`src/hw/rtl/lru_age_pkg.sv`:
```
// Types and codes for the LRU age replacement block.
// No dependencies; used by the top level and the checker.
package lru_age_pkg;

  typedef enum logic {
    REQ_TOUCH  = 1'b0,
    REQ_VICTIM = 1'b1
  } req_t;

  typedef enum logic {
    ST_CLEAR,
    ST_RUN
  } state_t;

  // Control of the item held in the update stage.
  typedef struct packed {
    logic valid;
    logic victim;
    logic upd;
    logic set_ok;
  } ctl_t;

endpackage

```
`src/hw/rtl/lru_age_mem.sv`:
```
// Age row memory: one write port, one read port, registered read data.
// Depends on nothing but its parameters.
module lru_age_mem #(
  parameter int SETS  = 64,
  parameter int ROW_W = 24,
  parameter int SW    = 6
) (
  input  logic             clk,
  input  logic             rd_en,
  input  logic [SW-1:0]    rd_addr,
  output logic [ROW_W-1:0] rd_data,
  input  logic             wr_en,
  input  logic [SW-1:0]    wr_addr,
  input  logic [ROW_W-1:0] wr_data
);

  logic [ROW_W-1:0] mem [SETS];
  logic [ROW_W-1:0] rd_data_r;

  always_ff @(posedge clk) begin
    if (wr_en) begin
      mem[wr_addr] <= wr_data;
    end
  end

  always_ff @(posedge clk) begin
    if (rd_en) begin
      rd_data_r <= mem[rd_addr];
    end
  end

  assign rd_data = rd_data_r;

endmodule

```
`src/hw/rtl/lru_age_calc.sv`:
```
// Row update and oldest-way search for one age row.
// Depends on nothing but its parameters.
module lru_age_calc #(
  parameter int WAYS = 8,
  parameter int WW   = 3
) (
  input  logic [WAYS*WW-1:0] row,
  input  logic [WW-1:0]      way,
  output logic [WAYS*WW-1:0] row_nxt,
  output logic [WW-1:0]      victim
);

  localparam int P = 2 ** WW;

  logic [WW-1:0] limit;
  logic [WW-1:0] age;
  logic [WW-1:0] ta [WW+1][P];
  logic [WW-1:0] ti [WW+1][P];

  // Touch: younger ways age by one, the touched way becomes youngest.
  always_comb begin
    limit   = row[way*WW +: WW];
    row_nxt = row;
    age     = '0;
    for (int i = 0; i < WAYS; i++) begin
      age = row[i*WW +: WW];
      if (WW'(i) == way) begin
        row_nxt[i*WW +: WW] = '0;
      end else if (age < limit) begin
        row_nxt[i*WW +: WW] = WW'(age + 1'b1);
      end
    end
  end

  // Pairwise max tree; left side keeps ties, so the lowest way wins.
  always_comb begin
    for (int l = 0; l <= WW; l++) begin
      for (int i = 0; i < P; i++) begin
        ta[l][i] = '0;
        ti[l][i] = '0;
      end
    end
    for (int i = 0; i < P; i++) begin
      ti[0][i] = WW'(i);
      if (i < WAYS) begin
        ta[0][i] = row[i*WW +: WW];
      end
    end
    for (int l = 0; l < WW; l++) begin
      for (int i = 0; i < (P >> (l + 1)); i++) begin
        if (ta[l][2*i+1] > ta[l][2*i]) begin
          ta[l+1][i] = ta[l][2*i+1];
          ti[l+1][i] = ti[l][2*i+1];
        end else begin
          ta[l+1][i] = ta[l][2*i];
          ti[l+1][i] = ti[l][2*i];
        end
      end
    end
    victim = ti[WW][0];
  end

endmodule

```
`src/hw/rtl/lru_age_replacement_core.sv`:
```
// LRU replacement state for a set-associative cache, one age per way.
// Input channel (in_valid/in_ready): a touch (in_req_type = 0) moves a way
// of a set to age zero and ages the younger ways; a write-back hit, a set
// at or beyond SETS or a way at or beyond WAYS changes nothing. A victim
// request (in_req_type = 1) yields one item on the output channel
// (out_valid/out_ready): the oldest way, lowest index on ties, or 0 for a
// set out of range. Touches yield nothing.
// A victim request accepted on the input enters the update stage; its result
// is then registered in the output register, which drives out_valid.
// Throughput: one item per cycle while nothing stalls; the age memory is
// read at acceptance and written back from the update stage, with the last
// written row forwarded to the following item.
// Reset: a clearing pass writes every row to all ages WAYS-1, one row per
// cycle, from row 0 up to row SETS-1; in_ready stays low until it ends.
// Stall: a victim result waits in the output register; with that register
// full and out_ready low, a victim in the update stage holds and in_ready
// drops. Touches keep flowing while the output waits.
// Depends on lru_age_pkg, lru_age_mem and lru_age_calc.
module lru_age_replacement_core
  import lru_age_pkg::*;
#(
  parameter int SETS = 64,
  parameter int WAYS = 8
) (
  input  logic       clk,
  input  logic       rst_n,
  input  logic       in_valid,
  output logic       in_ready,
  input  logic       in_req_type,
  input  logic [5:0] in_set_index,
  input  logic [2:0] in_way,
  input  logic       in_hit,
  input  logic       in_is_writeback,
  output logic       out_valid,
  input  logic       out_ready,
  output logic [2:0] out_victim_way
);

  localparam int SW = (SETS > 1) ? $clog2(SETS) : 1;
  localparam int WW = $clog2(WAYS);
  localparam int RW = WAYS * WW;
  localparam int IW = (SW > 6) ? SW : 6;
  localparam int XW = (WW > 3) ? WW : 3;
  localparam logic [RW-1:0] RST_ROW = {WAYS{WW'(WAYS - 1)}};

  state_t        state_r, state_nxt;
  logic [SW-1:0] clr_cnt_r, clr_cnt_nxt;
  logic          clearing;

  ctl_t          ctl_r;
  logic [SW-1:0] s1_set_r;
  logic [WW-1:0] s1_way_r;

  logic          fwd_valid_r;
  logic [SW-1:0] fwd_set_r;
  logic [RW-1:0] fwd_row_r;

  logic          out_valid_r;
  logic [2:0]    out_victim_r;

  logic          accept;
  logic [IW-1:0] set_ext;
  logic [XW-1:0] way_ext;
  logic          set_ok;
  logic          way_ok;
  ctl_t          ctl_in;
  logic          s1_adv;
  logic          s1_wr;
  logic [RW-1:0] rd_row;
  logic [RW-1:0] cur_row;
  logic [RW-1:0] new_row;
  logic [WW-1:0] victim;
  logic [XW-1:0] victim_ext;
  logic          mem_we;
  logic [SW-1:0] mem_waddr;
  logic [RW-1:0] mem_wdata;

  // Clearing pass sequencer
  always_ff @(posedge clk) begin
    if (!rst_n) begin
      state_r   <= ST_CLEAR;
      clr_cnt_r <= '0;
    end else begin
      state_r   <= state_nxt;
      clr_cnt_r <= clr_cnt_nxt;
    end
  end

  always_comb begin
    state_nxt   = state_r;
    clr_cnt_nxt = clr_cnt_r;
    clearing    = 1'b0;
    case (state_r)
      ST_CLEAR: begin
        clearing    = 1'b1;
        clr_cnt_nxt = SW'(clr_cnt_r + 1'b1);
        if (clr_cnt_r == SW'(SETS - 1)) begin
          state_nxt   = ST_RUN;
          clr_cnt_nxt = '0;
        end
      end
      ST_RUN: begin
        clearing = 1'b0;
      end
      default: begin
        state_nxt = ST_CLEAR;
      end
    endcase
  end

  // Request decode
  assign accept  = in_valid && in_ready;
  assign set_ext = IW'(in_set_index);
  assign way_ext = XW'(in_way);
  assign set_ok  = 32'(in_set_index) < SETS;
  assign way_ok  = 32'(in_way) < WAYS;

  always_comb begin
    ctl_in        = '0;
    ctl_in.valid  = in_valid;
    ctl_in.victim = (in_req_type == REQ_VICTIM);
    ctl_in.set_ok = set_ok;
    ctl_in.upd    = (in_req_type == REQ_TOUCH) && !(in_hit && in_is_writeback)
                    && set_ok && way_ok;
  end

  assign s1_adv   = !ctl_r.victim || !out_valid_r || out_ready;
  assign in_ready = !clearing && (!ctl_r.valid || s1_adv);
  assign s1_wr    = ctl_r.valid && ctl_r.upd;

  always_ff @(posedge clk) begin
    if (!rst_n) begin
      ctl_r <= '0;
    end else if (in_ready) begin
      ctl_r <= ctl_in;
    end
  end

  always_ff @(posedge clk) begin
    if (in_ready) begin
      s1_set_r <= set_ext[SW-1:0];
      s1_way_r <= way_ext[WW-1:0];
    end
  end

  // Age memory
  assign mem_we    = clearing || s1_wr;
  assign mem_waddr = clearing ? clr_cnt_r : s1_set_r;
  assign mem_wdata = clearing ? RST_ROW : new_row;

  lru_age_mem #(
    .SETS  (SETS),
    .ROW_W (RW),
    .SW    (SW)
  ) u_mem (
    .clk     (clk),
    .rd_en   (accept),
    .rd_addr (set_ext[SW-1:0]),
    .rd_data (rd_row),
    .wr_en   (mem_we),
    .wr_addr (mem_waddr),
    .wr_data (mem_wdata)
  );

  // The write of the item ahead lands in memory after this item's read.
  assign cur_row = (fwd_valid_r && fwd_set_r == s1_set_r) ? fwd_row_r : rd_row;

  always_ff @(posedge clk) begin
    if (!rst_n) begin
      fwd_valid_r <= 1'b0;
    end else if (clearing) begin
      fwd_valid_r <= 1'b0;
    end else if (s1_wr) begin
      fwd_valid_r <= 1'b1;
    end
  end

  always_ff @(posedge clk) begin
    if (s1_wr) begin
      fwd_set_r <= s1_set_r;
      fwd_row_r <= new_row;
    end
  end

  lru_age_calc #(
    .WAYS (WAYS),
    .WW   (WW)
  ) u_calc (
    .row     (cur_row),
    .way     (s1_way_r),
    .row_nxt (new_row),
    .victim  (victim)
  );

  // Output register
  assign victim_ext = XW'(victim);

  always_ff @(posedge clk) begin
    if (!rst_n) begin
      out_valid_r <= 1'b0;
    end else if (ctl_r.valid && ctl_r.victim && s1_adv) begin
      out_valid_r <= 1'b1;
    end else if (out_ready) begin
      out_valid_r <= 1'b0;
    end
  end

  always_ff @(posedge clk) begin
    if (ctl_r.valid && ctl_r.victim && s1_adv) begin
      out_victim_r <= ctl_r.set_ok ? victim_ext[2:0] : 3'd0;
    end
  end

  assign out_valid      = out_valid_r;
  assign out_victim_way = out_victim_r;

endmodule

```
`config.mk`:
```
export PLATFORM = sky130hd
export DESIGN_NAME = lru_age_replacement_core
export DESIGN_NICKNAME = d
export VERILOG_FILES = /design/src/hw/rtl/lru_age_pkg.sv /design/src/hw/rtl/lru_age_mem.sv /design/src/hw/rtl/lru_age_calc.sv /design/src/hw/rtl/lru_age_replacement_core.sv
export SDC_FILE = /design/constraint.sdc
export NUM_CORES = 1
export LEC_CHECK = 0
export BUFFER_PORTS_ARGS = -buffer_cell sky130_fd_sc_hd__buf_2
export CAP_MARGIN = 20
export CORE_MARGIN = 4
export CORE_UTILIZATION = 40
export CTS_CLUSTER_DIAMETER = 100
export DETAILED_ROUTE_END_ITERATION = 8
export PLACE_DENSITY_LB_ADDON = 0.1
export SYNTH_ARGS = -nofsm -noshare
export SYNTH_HDL_FRONTEND = slang
export SYNTH_HIERARCHICAL = 1
export SYNTH_SLANG_ARGS = --single-unit
export TNS_END_PERCENT = 20
```
`constraint.sdc`:
```
create_clock -name clk -period 16.1 [get_ports clk]
set_input_delay 0.805 -clock clk [delete_from_list [all_inputs] [get_ports clk]]
set_output_delay 0.805 -clock clk [all_outputs]
set_load 0.02 [all_outputs]
```
======== Word-level counts from Yosys, hierarchy flattened ========
Memory sizes are Yosys's and may differ from the RTL's. A register that Yosys moved wholly into a read port is not among the register bits.
Cells that the tools add are included.
cells by class
  reduce and logical (&&, ||, !) cells .... 20
  order comparisons ....................... 15
  add/subtract/negate cells ............... 9
  shift-type cells ........................ 1
  multipliers ............................. 1
  multiplexer cells ....................... 40
  eq/ne operators ......................... 9
  bitwise operators ....................... 3
operators with widths
  kind                                                                number
  3-bit two-way mux                                                   23
  24-bit two-way mux                                                  2
  3-bit by 1-bit adder with 3-bit output, second input constant       8
  3-bit less-than comparator                                          8
  24-bit by 6-bit variable part select with 3-bit output              1
  3-bit greater-than comparator                                       7
  3-bit == test, first input constant                                 4
  6-bit two-way mux                                                   2
  1-bit two-way mux                                                   10
  1-bit logical AND                                                   8
  6-bit by 1-bit adder with 6-bit output, second input constant       1
  2-bit by 3-bit == test with 1-bit output, first input constant      2
  6-bit == test                                                       1
  6-bit == test, second input constant                                1
  1-bit zero test                                                     5
  3-bit by 2-bit multiplier with 5-bit output, second input constant  1
  1-bit logical OR                                                    4
  2-bit two-way mux                                                   2
  1-bit by 3-bit == test with 1-bit output, first input constant      1
  3-bit zero test                                                     1
  1-bit inverter                                                      3
  1-bit case mux with 2 select lines                                  1
  2-bit nonzero test                                                  1
  2-bit OR reduction                                                  1
word-level totals
  memories kept ........................... 1
  output and inout bits ................... 5
  register bits ........................... 55
  memory bits (writable) .................. 1536
  input bits .............................. 16
memories
  memory     words  bits a word  read ports  clocked after memory_dff  wr ports  line               RTL
  u_mem.mem  64     24           1           1                         1         lru_age_mem.sv:17  logic [ROW_W-1:0] mem [SETS];

======== Depth between registers and ports, before layout ========
Gate-level depths: netlist of the first run.
  depth in word-level cells ............... 9
  depth in mapped cells ................... 24
  mapped depth without buffers ............ 23

======== Hierarchy ========
Netlist of the first run, hierarchy kept.
by module, submodules not included
  module                    area each (um^2)  times used  cells an instance
  lru_age_mem               59535.8           1           2610
  lru_age_replacement_core  2436.1            1           172
  lru_age_calc              1954.4            1           246

======== Worst setup path after synthesis of the first run ========
OpenSTA, ideal clock, no wires.
  path kind ............................... reg-to-reg
  start point ............................. reg s1_set_r[5]
  end point ............................... reg out_victim_r[1], in the netlist out_victim_way[1], data pin
  arrival ................................. 5.072 ns
  stages on the path, launching flop included .. 23
  library setup time ...................... 0.255 ns
  period minus slack after synthesis ...... 5.327 ns
  slack ................................... 10.773 ns
  data required time ...................... 15.845 ns
  path through ............................ edfxtp_1 -> xor2_1 -> nor4_4 -> buf_6 -> mux2_2 -> ha_1 -> nor2b_1 -> o21ai_0 -> a32oi_1 -> mux2i_1 -> inv_1 -> ha_1 -> nor2b_1 -> o21ai_0 -> a32oi_1 -> mux2_2 -> ha_1 -> inv_1 -> a21o_1 -> a21oi_1 -> a31oi_1 -> mux2_2 -> and2_1
on the way
  longest elaborated chain between the ends .. 9
  elaborated cells on any way between the ends .. 19
ends and longest elaborated chain
  item                           line                             RTL
  start: declaration             lru_age_replacement_core.sv:51   logic [SW-1:0] s1_set_r;
  start signal: assignment       lru_age_replacement_core.sv:141  s1_set_r <= set_ext[SW-1:0];
  6-bit == test *                lru_age_replacement_core.sv:166  assign cur_row = (fwd_valid_r && fwd_set_r == s1_set_r) ? fwd_row_r : rd_row;
  1-bit logical AND *            lru_age_replacement_core.sv:166
  24-bit two-way mux *           lru_age_replacement_core.sv:166
  named net cur_row[22]          lru_age_replacement_core.sv:70   logic [RW-1:0] cur_row;
  3-bit greater-than comparator  lru_age_calc.sv:51               if (ta[l][2*i+1] > ta[l][2*i]) begin
  3-bit two-way mux *            lru_age_calc.sv:51
  3-bit greater-than comparator  lru_age_calc.sv:51
  3-bit two-way mux              lru_age_calc.sv:51
  3-bit greater-than comparator  lru_age_calc.sv:51
  3-bit two-way mux *            lru_age_calc.sv:51
  named net victim[1]            lru_age_replacement_core.sv:72   logic [WW-1:0] victim;
  end signal: assignment         lru_age_replacement_core.sv:210  out_victim_r <= ctl_r.set_ok ? victim_ext[2:0] : 3'd0;
  end: declaration               lru_age_replacement_core.sv:59   logic [2:0] out_victim_r;
Mark *: on every way through the listed nets, which the timed path passes. The rest lies on a longest branch.
A chain may end at the register's enable or synchronous reset.

======== Worst setup path in the final report of the first run ========
  start point ............................. reg s1_set_r[3]
  end point ............................... mem u_mem.mem[1][5], data pin
on the way
  longest elaborated chain between the ends .. 8
  elaborated cells on any way between the ends .. 9
ends and longest elaborated chain
  item                                                    line                             RTL
  6-bit == test                                           lru_age_replacement_core.sv:166
  1-bit logical AND                                       lru_age_replacement_core.sv:166
  24-bit two-way mux                                      lru_age_replacement_core.sv:166
  named net cur_row[17]                                   lru_age_replacement_core.sv:70
  24-bit by 6-bit variable part select with 3-bit output  lru_age_calc.sv:22               limit = row[way*WW +: WW];
  3-bit less-than comparator                              lru_age_calc.sv:29               end else if (age < limit) begin
  3-bit two-way mux                                       lru_age_calc.sv:29
  3-bit two-way mux                                       lru_age_calc.sv:27               if (WW'(i) == way) begin
  named net new_row[5]                                    lru_age_replacement_core.sv:71   logic [RW-1:0] new_row;
  24-bit two-way mux                                      lru_age_replacement_core.sv:149  assign mem_wdata = clearing ? RST_ROW : new_row;
  named net mem_wdata[5]                                  lru_age_replacement_core.sv:76   logic [RW-1:0] mem_wdata;
  end: declaration                                        lru_age_mem.sv:17
The timed path passes the listed nets, and every way through them passes these cells.

==> results of run 1 <==
-- placed cells by master, fill, tap and decap left out, types with 29 or more instances in the layout --
cell type / synthesis / final
a21oi_1: 45 / 45
a221oi_1: 52 / 52
ha_1: 46 / 46
inv_1: 30 / 30
buf_4: 31 / 100
clkbuf_16: 0 / 174
mux2_2: 86 / 86
nor2_2: 0 / 46
clkbuf_1: 51 / 29
edfxtp_1: 1602 / 1602
nand2_1: 56 / 56
mux4_2: 359 / 359
a22oi_1: 29 / 29
mux2i_1: 122 / 122
clkinv_1: 1 / 38
nor2_1: 100 / 35
o22ai_1: 53 / 53
-- final cells by class --
type	instances	area share [%]
diodes	6	0.0207
repair buffers	127	1.44
clock buffers	203	6.15
multi-input cells	1227	20.6
inverters	32	0.167
flip-flops and latches	1615	66.7
clock inverters	101	1.41
well taps	2072	3.57
-- metal layers --
layer  vias to the layer above  wire length [um]  GRT usage, %
met5                         -                 0             0
met4                         0              4600          6.14
met3                       221             11800          3.93
met2                      1062             80100          32.0
met1                     17200             77300          30.6
li1                      13000                 -             -
-- critical path, cell delays in order (launching register included) --
cell and delay, ps:
edfxtp_1 420, xnor2_1 200, nand4_1 170, nor4_4 160
buf_4 370, mux2_2 450, mux4_1 520, mux2i_1 830
ha_1 410, a211oi_1 430, a21oi_4 120, or3_1 310
a21oi_1 180, nand2b_2 690, buf_4 530
-- how the worst max path moves through the flow --
stage | start | endpoint | slack (ps) | cells after the start
floorplan | s1_set_r[5] | out_victim_way[1] | 10770 | 22
global placement | s1_set_r[3] | out_victim_way[1] | 10120 | 23
detailed placement | s1_set_r[3] | u_mem/mem[0][5] | 10010 | 14
CTS | s1_set_r[2] | u_mem/mem[15][5] | 10020 | 14
global route | s1_set_r[2] | u_mem/mem[8][11] | 9660 | 14
finish | s1_set_r[3] | u_mem/mem[1][5] | 10010 | 14
-- state kept, by name (all words and copies together) (netlist names), 3 cells and up --
name and count:
fwd_set_r 6, s1_set_r 6, u_mem/mem 1536, ctl_r 4, u_mem/rd_data 24, clr_cnt_r 6, out_victim_way 3, fwd_row_r 24
s1_way_r 3
-- logic make-up after synthesis --
logic type	after synthesis
buffers and inverters	186
DFF	1615
AOI/OAI and AO/OA	299
and+or+nand+nor	302
adders and majority gates	46
muxes	571
xor gates and xnor gates	9
-- power groups by stage --
stage / Sequential (uW) / Combinational (uW) / Clock, uW
5_1_grt: 4570 / 368 / 4150
3_3_place_gp: 4660 / 350 / 0
4_1_cts: 4570 / 353 / 3980
6_report: 4570 / 349 / 3880
2_1_floorplan: 4660 / 219 / 0
3_5_place_dp: 4660 / 352 / 0
-- cell usage after synthesis, drive strengths merged, types with 2 or more instances --
cell | count | share of area (%)
o22ai | 53 | 0.52
mux4 | 361 | 13
a221o | 4 | 0.063
nor2 | 100 | 0.59
nand4b | 2 | 0.027
nand4 | 3 | 0.029
a31oi | 18 | 0.18
xor2 | 3 | 0.041
or3b | 3 | 0.041
clkbuf | 52 | 0.31
o21a | 25 | 0.29
nor3 | 4 | 0.031
or2 | 3 | 0.029
a211oi | 11 | 0.13
buf | 102 | 1.0
ha | 46 | 0.90
and2 | 12 | 0.12
mux2 | 88 | 1.6
a21o | 2 | 0.023
o21ai | 41 | 0.32
and3b | 2 | 0.027
mux2i | 122 | 1.9
a221oi | 52 | 0.71
and3 | 18 | 0.18
nand3b | 4 | 0.047
nor2b | 17 | 0.17
xnor2 | 6 | 0.082
or3 | 18 | 0.18
nor3b | 3 | 0.035
o211ai | 2 | 0.023
nand3 | 22 | 0.17
nand2 | 56 | 0.33
inv | 31 | 0.18
a32oi | 2 | 0.027
a21oi | 53 | 0.52
dfxtp | 13 | 0.41
nand2b | 33 | 0.32
edfxtp | 1602 | 75
a21boi | 4 | 0.047
a22oi | 29 | 0.34
-- stage by stage --
step | cell area, sq um | hold slack, ps | setup slack [ps]
global placement | 66900 | 450 | 10120
detailed placement | 66900 | 470 | 10010
global route | 72500 | 149 | 9660
floorplan | 63900 | 436 | 10770
CTS | 72400 | 122 | 10020
finish | 72600 | 194 | 10010
==> metrics.txt, run 1 <==
Post-synth EDFFs=between 1500 and 2000; adder-cell share of the synthesized area=0.900%; Logic pwr share=about 4%; root buf cell=clkbuf_16; die width=408 um; CTS resizes=0; core area=~160000 sq um; Synth cell types=just under 60; Synth Cell Area=63900 sq um; synth warn=6; syn_area_per_cell=between 20 and 25 sq um; # Post-CTS Setup Buffers=0; Routed Antenna Nets=0; H-tree depth=4; vias=31500; number of synthesized register bits=between 1500 and 2000; Die ar.=between 150000 and 200000 sq um; Post-Synth Simple-Gate Area=~2.4%; setup violators final=0; asr flop ratio synth=0%; setup TNS=0 ps; Worst-Margin Slew=1320 ps; worst skew pair latency=approximately 800 ps; synthesized instance count=a little over 3000; Synthesized Nets=3090; fin util=45.8%; Peak supply drop=between 0.00009 and 0.0001 V; power share of the clock group=~44%; layout cell share with drive strength beyond 1=~28%; post-synthesis sequential area ratio=around three quarters; # IOs=21; FILL cells=between 10000 and 15000; worst-path maximum fanout=33; Vias/cell=a little under 6; Crit. End Element=flop; area of the multi-input gates=roughly 15000 sq um; DRT iter0 DRCs=between 3000 and 4000; vias in the first global route=around 32000; CTS max path bufs=3; FF/Latch Area=roughly 48000 sq um; number of CTS-inserted buffers=between 150 and 200; Hold Crit Depth=1; RSZ-0062 raised after global routing=no; synth-to-layout area growth=13.5%; min Tclk post-route=6090 ps; worst min path class=input port to flop; first-pass GRT wire length=~250000 um; MaxCap Viol Count=0; CP startpoint kind=flop; dpl hpwl=100000 um; Final Cycle Share=37.8%; Worst EP arrival=~6600 ps; fin cells=5383; TritonRoute pass-1 iters=6; dominant synthesized flop cell=edfxtp_1; post-synthesis xor/xnor area fraction=less than 1%; worst-case reg-to-reg path depth=14; num rows=146; Worst EP required=roughly 17000 ps; NetSw=1850 uW; worst r2r src=s1_set_r[3]; largest net degree at the start of global routing=120; outcome=completed; Pint=between 6000 and 7000 uW; Worst Hold End=s1_way_r[2]; fmax=164 MHz; R2R Setup Slk=around 10000 ps; Setup CP Type=flop to flop; initial antenna violation count=11; DRC=0; Leakage=approximately 0.023 uW; GR Util All Layers=20.9%; Hold Fails Final Rpt=0; final WL=about 170000 um; post-synthesis mux area share=around 16%; CTS tree=built; min-delay src=in_way[2]; CTS Hold Bufs=0; largest family of logic cells by synthesized area=multiplexers; fin. max-slew vios=0; Slew headroom=roughly an eighth; Placed Instances=about 5100; Initial Utilization=approximately two fifths; Compound-Gate Fraction of Synth Area=3.24%; nets=roughly 3200; Final Skew=roughly 28 ps; DR WL/cell=roughly 32 um; r2r endpoint=u_mem/mem[1][5]; GRT overflow=0; Tot Pwr=a little under 9000 uW; Final GP Congestion=between 0.8 and 0.9; Die Height=408 um; clock sinks=between 1500 and 2000; Net Sw Frac=between 20% and 30%; PwrDens=121 nW/um^2; port bufs=20; Worst-path clk slew=~60 ps; Sequential Power Share=between 50% and 60%
Note: power is estimated with default switching activity, not from simulation.
==> run 2: changes to the inputs <==
clock period = 5.6 ns   (was 16.1 ns; I/O delays follow)
==> run 2 against run 1 <==
  * Maximum frequency is 12% higher
  * Global-route usage down 0.096 points
  * Non-clock buffer count rose by 53
  * Sequential cell count unchanged
  * Via count up 0.59%
  * Critical path depth is 9 higher
  * Utilization rose by 0.39 points
  * Combinational power grew to 3.0 times the previous value
==> metrics.txt, run 2 (synthesis results as in run 1) <==
most common cell after layout, fill and taps aside=edfxtp_1; Worst-Margin Slew=between 1000 and 1500 ps; first-pass GRT wire length=245000 um; TritonRoute pass-1 iters=7; Vias/cell=between 5 and 6; Peak supply drop=approximately 0.00023 V; Worst-path clk slew=around 60 ps; max FFs per register=between 1500 and 2000; Setup WS pre-CTS=between 200 and 250 ps; final worst setup slack=~160 ps; DRT iter0 DRCs=between 3000 and 4000; worst skew pair latency=roughly 800 ps; fin. max-slew vios=0; min Tclk post-route=between 5000 and 6000 ps; NetSw=between 5000 and 6000 uW; setup violators final=0; clock sinks=between 1500 and 2000; final WL=between 150000 and 200000 um; vias=31700; MaxCap Viol Count=0; CP startpoint kind=flop; GR Util All Layers=20.8%; Logic pwr share=under 10%; Die Height=408 um; Leakage=roughly 0.023 uW; Worst EP arrival=roughly 6000 ps; Sequential Power Share=approximately 53%; Routed Antenna Nets=0; Crit. End Element=flop; core area=159000 sq um; largest net degree at the start of global routing=roughly 110; DRC=0; Slew headroom=24.9%; Hold Fails Final Rpt=0; worst min path class=input port to flop; port bufs=20; outcome=completed; setup TNS=0 ps; Tot Pwr=around 25000 uW; Initial Utilization=about two fifths; # IOs=21; kind of cell adding the most delay to the critical path=multiplexers; Die ar.=between 150000 and 200000 sq um; Critical Path, Cell by Cell=xnor2_1, nand4_1, nor4_4, buf_4, clkbuf_16, mux2_2, ha_1, o21ai_0, a32oi_2, buf_4, mux2i_1, inv_1, ha_1, o21ai_0, a32oi_1, mux2_2, ha_1, inv_1, a21o_1, a21oi_1, a31oi_1, mux2_2, and2_1; Pint=19600 uW; CTS tree=built; Worst EP required=about 6200 ps; Largest Register=u_mem/mem; CP max-delay cell=edfxtp_1; PwrDens=between 300 and 400 nW/um^2; fmax=approximately 180 MHz; dpl hpwl=between 100000 and 150000 um; commonest non-fill, non-tap cells in the layout=edfxtp_1 (1602), mux4_2 (359), clkbuf_16 (172); root buf cell=clkbuf_16; num rows=roughly 150; worst-path maximum fanout=6; Final Skew=between 30 and 40 ps; vias in the first global route=roughly 32000; GRT overflow=0; layout cell share with drive strength beyond 1=~29%; Net Sw Frac=approximately a fifth; H-tree depth=4; DR WL/cell=roughly 32 um; slowest stage delay, CP=between 400 and 500 ps; number of CTS-inserted buffers=around 170; die width=roughly 410 um; initial antenna violation count=12; synth-to-layout area growth=14.4%; nets=roughly 3300; Buf/Inv on CP=5; CTS max path bufs=3; Final GP Congestion=0.840; Setup CP Type=flop to flop; power share of the clock group=42.8%; Final Cycle Share=about 97%
[run 2: layout make-up]
| class | instances | area (sq um) |
|---|---|---|
| antenna | 6 | 15.0 |
| clock buffer | 213 | 4420 |
| clock inverter | 87 | 797 |
| fill | 13100 | 85400 |
| inverter | 32 | 120 |
| multi-input combinational | 1227 | 15100 |
| sequential | 1615 | 48400 |
| tap | 2072 | 2590 |
| timing repair buffer | 180 | 1790 |
[run 2: final timing paths]
path | from | cells after the start | to | slack (ps)
worst max-delay path | s1_set_r[3] | 23 | out_victim_way[1] | 160
worst min-delay path | in_set_index[0] | 1 | s1_set_r[0] | 100
worst max register to register | s1_set_r[3] | 23 | out_victim_way[1] | 160
worst min register to register | s1_set_r[5] | 0 | fwd_set_r[5] | 500
[run 2: metrics by stage]
step	utilization [%]	std cells	area [sq um]	hold WS, ps
floorplan	-	3028	63900	379
global placement	42.5	5097	67500	456
detailed placement	42.6	5103	67600	456
CTS	46.0	5416	72900	29.1
global route	46.1	5426	73100	68.8
finish	46.1	5432	73200	96.9
[run 2: layer usage]
metal	GRT usage (%)	share of wire, %
met3	3.52	6.8
met1	31.3	45
met5	0	0
met2	31.7	46
met4	4.89	2.0
[run 2: power by group through the flow]
| stage | registers, uW | logic, uW | clock network [uW] |
|---|---|---|---|
| after global placement | 13400 | 1060 | 0 |
| after floorplan | 13400 | 629 | 0 |
| after detailed placement | 13400 | 1060 | 0 |
| final | 13100 | 1060 | 10600 |
| after global routing | 13100 | 1110 | 11500 |
| after CTS | 13100 | 1070 | 10900 |
[run 2: what timing repair did]
item	CTS	global route
endpoints found under the setup margin	0	3
endpoints found under the hold margin	17	0
resized for setup	0	23
hold buffers	13	0
buffers inserted	0	7
